## config.mk

```make
export PLATFORM = sky130hd
export DESIGN_NAME = sdik_rot_cell
export DESIGN_NICKNAME = d
export VERILOG_FILES = /design/src/sv/sdik_pkg.sv /design/src/sv/sdik_rot_cell.sv
export SDC_FILE = /design/constraint.sdc
export NUM_CORES = 1
export LEC_CHECK = 0
export BUFFER_PORTS_ARGS = -buffer_cell sky130_fd_sc_hd__buf_2
export CORE_AREA = 2 2 439 223
export CTS_CLUSTER_SIZE = 14
export DETAILED_ROUTE_END_ITERATION = 6
export DIE_AREA = 0 0 441 225
export GPL_TIMING_DRIVEN = 0
export PLACE_DENSITY = 0.4
export SYNTH_ARGS = -nofsm -noshare
export SYNTH_HDL_FRONTEND = slang
export SYNTH_SLANG_ARGS = --single-unit
```

## constraint.sdc

```tcl
create_clock -name clk -period 9 [get_ports clk]
set_input_delay 0.9 -clock clk [delete_from_list [all_inputs] [get_ports clk]]
set_output_delay 0.9 -clock clk [all_outputs]
set_load 0.02 [all_outputs]
```

## src/sv/sdik_pkg.sv

```systemverilog
package sdik_pkg;

  localparam int NumModules   = 4;
  localparam int CordicStages = 16;
  localparam int Deg360       = 23040;
  localparam int Deg180       = 11520;
  localparam int Deg90        = 5760;
  localparam int GainQ16      = 39797;
  localparam int Z180         = 2949120;

  localparam logic [1:0] RegRadius   = 2'd0;
  localparam logic [1:0] RegGain     = 2'd1;
  localparam logic [1:0] RegDeadband = 2'd2;

  typedef logic signed [47:0] wide_t;
  typedef logic signed [31:0] ang_t;

  function automatic ang_t atan_entry(input logic [4:0] i);
    case (i)
      5'd0: return 32'sd737280;
      5'd1: return 32'sd435242;
      5'd2: return 32'sd229970;
      5'd3: return 32'sd116736;
      5'd4: return 32'sd58595;
      5'd5: return 32'sd29326;
      5'd6: return 32'sd14667;
      5'd7: return 32'sd7334;
      5'd8: return 32'sd3667;
      5'd9: return 32'sd1833;
      5'd10: return 32'sd917;
      5'd11: return 32'sd458;
      5'd12: return 32'sd229;
      5'd13: return 32'sd115;
      5'd14: return 32'sd57;
      5'd15: return 32'sd29;
      5'd16: return 32'sd14;
      5'd17: return 32'sd7;
      5'd18: return 32'sd4;
      5'd19: return 32'sd2;
      5'd20: return 32'sd1;
      default: return 32'sd0;
    endcase
  endfunction

  typedef struct packed {
    logic              valid;
    logic [1:0]        idx;
    logic              last;
    logic signed [24:0] a;
    logic signed [16:0] w;
    logic signed [15:0] vx;
    logic signed [15:0] vy;
    logic              neg;
    wide_t             x;
    wide_t             y;
    ang_t              z;
  } tok_t;

endpackage

```

## src/sv/sdik_rot_cell.sv

```systemverilog
module sdik_rot_cell (
  input  logic           clk,
  input  logic           rst,
  input  logic           en,
  input  logic [4:0]     stage,
  input  sdik_pkg::tok_t din,
  output sdik_pkg::tok_t dout
);
  sdik_pkg::tok_t nxt;
  sdik_pkg::wide_t dx, dy;

  always_comb begin
    dx = din.x >>> stage;
    dy = din.y >>> stage;
    nxt = din;
    if (din.z >= 0) begin
      nxt.x = din.x - dy;
      nxt.y = din.y + dx;
      nxt.z = din.z - sdik_pkg::atan_entry(stage);
    end else begin
      nxt.x = din.x + dy;
      nxt.y = din.y - dx;
      nxt.z = din.z + sdik_pkg::atan_entry(stage);
    end
  end

  always_ff @(posedge clk) begin
    if (rst) begin
      dout.valid <= 1'b0;
    end else if (en) begin
      dout.valid <= nxt.valid;
    end
    if (en) begin
      dout.idx <= nxt.idx;
      dout.last <= nxt.last;
      dout.a <= nxt.a;
      dout.w <= nxt.w;
      dout.vx <= nxt.vx;
      dout.vy <= nxt.vy;
      dout.neg <= nxt.neg;
      dout.x <= nxt.x;
      dout.y <= nxt.y;
      dout.z <= nxt.z;
    end
  end
endmodule

```

==> reports/metrics.csv <==
stage,metric,value,unit
clock_tree,clock-pin slew on the worst setup and hold paths,70,ps
sta,worst clock skew,0,ps
die,IO Pins,422,
pwr,leak pwr,11.2,nW
clock_tree,Clock Tree Buf Depth,3,
routing,DR iter-0 viols,2671,
pwr,total power,5.15,mW
grt,Global Route Usage Sum,26.8,%
clock_tree,Num CTS Buffers,24,
job,max cap viols,1,
synth,register area share after synthesis,26.2,%
place,total placed instance area,0.0274,mm^2
place,IO Port Bufs,419,
layout,most frequent cells in the layout,"buf_2, edfxtp_1, nand2_1",
critical_path,CP Class,primary input to flip-flop,
synth,"FFs w/ async S/R, synth",0,%
routing,Initial DRT Pass Iterations,7,
synth,Post-Syn Nets,2818,
critical_path,crit path launch type,primary input,
layout,Top Registers,dout (207),
layout,Fill cells,10100,
synth,prevailing post-synth register cell,edfxtp_1,
sta,worst-margin pin slew,1520,ps
grt,first-pass GRT wire length,187,mm
synth,cell area after synthesis,0.0237,mm^2
grt,grt ovf,0,
die,Initial Util,24.9,%
clock_tree,Clock Latency Late Sink,600,ps
layout,area delta synth->final,20.0,%
critical_path,Crit. End Element,flip-flop,
pwr,Max IR drop VDD,132,uV
sta,final setup vio count,0,
status,failing checks,"design-rule violations, max-capacitance violations, max-slew violations",
sta,Max Slew Vio Count,8,
die,overall die height,225,um
synth,top-area cell type share of the netlist area,26.2,%
layout,Reg area,0.00621,mm^2
synth,Mapped Avg Cell Area,9.65,um^2
grt,vias in the first global route,23000,
sta,max frequency,112,MHz
layout,design area,0.0284,mm^2
synth,#FFs+latches synth,207,
pwr,Pwr Density,181,mW/mm^2
routing,Residual DRC,2,
synth,"EDFF count, synth",206,
critical_path,WP data required,9350,ps
clock_tree,CTS tree,done,
sta,Final Cycle Share,99.3,%
place,placed cells,4144,
place,HPWL Detailed,109,mm
clock_tree,clk root buf,clkbuf_16,
clock_tree,clk sink count,207,
die,die area,0.0992,mm^2
routing,Routed Antenna Nets,0,
synth,Syn Inst Count,2451,
synth,post-synth top area cell,edfxtp_1,
layout,max FFs per register,207,
sta,final critical-path required period,8940,ps
clock_tree,# H-tree levels,1,
routing,WL final,138,mm
layout,"commonest non-fill, non-tap cell in the layout",buf_2,
sta,Max transition margin,-2.00,%
status,status,finished with violations,
layout,final net count,3274,
synth,ranking of synthesized cells by area,"edfxtp_1, mux4_2, ha_1, xnor2_1, mux2_2",
die,core area,0.0950,mm^2
synth,yosys warns,0,
layout,fraction of layout cells with a size suffix above 1,28.0,%
synth,Yosys cell types,94,
layout,area of the multi-input gates,0.0167,mm^2
critical_path,Worst Path Arrival,9280,ps
grt,initial antenna violation count,20,
sta,unrepaired setup endpoints after global routing,false,
die,die extent in x,441,um
critical_path,peak fanout along the critical path,10,
place,gpl congestion,1.07,
sta,Final Hold Viols,0,
routing,Wirelength per Cell,32.8,um
hold_path,Worst Hold Class,primary input to flip-flop,
routing,Vias/cell,5.81,
routing,Vias,24400,
layout,Util after Layout,29.9,%
grt,largest net degree at the start of global routing,105,
layout,largest reg by FF count,dout,
die,# rows,80,
layout,post-route insts no fill,4200,
where the power goes:
part,switching [mW],internal (mW),total [mW]
clock network,0.476,0.516,0.993
logic,1.78,0.974,2.75
registers,0.0545,1.35,1.40
through the flow:
| step | hold WS [ps] | setup TNS [ps] | setup slack, ps |
|---|---|---|---|
| finish | 448 | 0 | 64.0 |
| global route | 416 | 0 | 45.8 |
| CTS | 394 | 0 | 0.126 |
| detailed placement | 480 | -136660 | -3240 |
| global placement | 469 | -142000 | -3300 |
| floorplan | 579 | 0 | 1670 |
path summary, 6_finish.rpt:
| kind | from | end | slack [ps] | cells after the start |
|---|---|---|---|---|
| hold reg to reg | dout[206]$_SDFFE_PP0P_ | dout[206]$_SDFFE_PP0P_ | 490 | 2 |
| setup / recovery | stage[4] | dout[126]$_DFFE_PP_ | 60 | 24 |
| setup reg to reg | dout[206]$_SDFFE_PP0P_ | dout[206]$_SDFFE_PP0P_ | 8420 | 2 |
| hold / removal | rst | dout[206]$_SDFFE_PP0P_ | 450 | 2 |
cell families after synthesis:
kind of cell | after synthesis | share of synthesized area [%]
adders and majority gates | 152 | 8.14
buffers and inverters | 196 | 3.60
AOI/OAI and AO/OA | 730 | 20.4
xor gates and xnor gates | 217 | 8.03
DFF | 207 | 26.2
and+or+nand+nor | 646 | 13.9
muxes | 303 | 19.6
area by class of cell:
| class | instances | area share [%] |
|---|---|---|
| clock inverter | 18 | 0.471 |
| buffer | 136 | 2.51 |
| tap | 1271 | 5.60 |
| antenna | 5 | 0.0441 |
| clock buffer | 25 | 2.13 |
| multi-input combinational | 2048 | 58.7 |
| sequential | 207 | 21.9 |
| timing repair buffer | 431 | 7.86 |
| inverter | 59 | 0.780 |
layer usage:
layer	wire length [um]	part of all wire, %	up-vias	global-route usage, %
met5	80	0.058	-	1.12
met4	5790	4.2	12	9.44
met3	15700	11	343	9.65
met2	57700	42	1414	39.3
met1	58700	43	12200	35.9
li1	-	-	10400	-
repair_timing:
item,in CTS,in global routing
hold buffers,0,0
pin swaps,1,2
endpoints found under the setup margin,75,15
setup buffers,2,5
resized for setup,44,22
critical path, stage by stage:
cell and delay [ps]:
buf_2 150, clkbuf_1 390, clkbuf_2 390, clkbuf_2 420, clkbuf_2 530, clkbuf_2 550, clkbuf_2 430, buf_2 440
clkdlybuf4s15_2 630, clkbuf_2 460, clkbuf_2 510, o21ai_0 300, xnor2_1 190, ha_1 370, nand2_1 100, o21ai_0 100
a221o_1 350, and4_1 230, a2111oi_1 470, nor3_1 210, o31a_1 390, a21bo_2 280, a221oi_1 310, xnor2_1 140
cell usage after synthesis, types with 16 or more instances:
cell type	instances
edfxtp_1	206
nor3_1	39
mux2i_1	94
o21a_1	26
o21ai_0	169
o211ai_1	16
a31oi_1	24
a21o_1	58
buf_1	20
o22ai_1	35
inv_1	56
a21oi_1	161
nand3_1	39
a211oi_1	25
clkbuf_1	66
mux4_2	117
xor2_1	79
ha_1	149
nand2_1	186
a22oi_1	20
o31ai_1	25
nor2_1	146
nor2b_1	36
mux2_2	90
xnor2_1	138
o21bai_1	17
and3_1	16
buf_2	38
nand2b_1	51
nand4_1	18
or2_2	21
No activity file was read; power rests on OpenSTA's default activity.
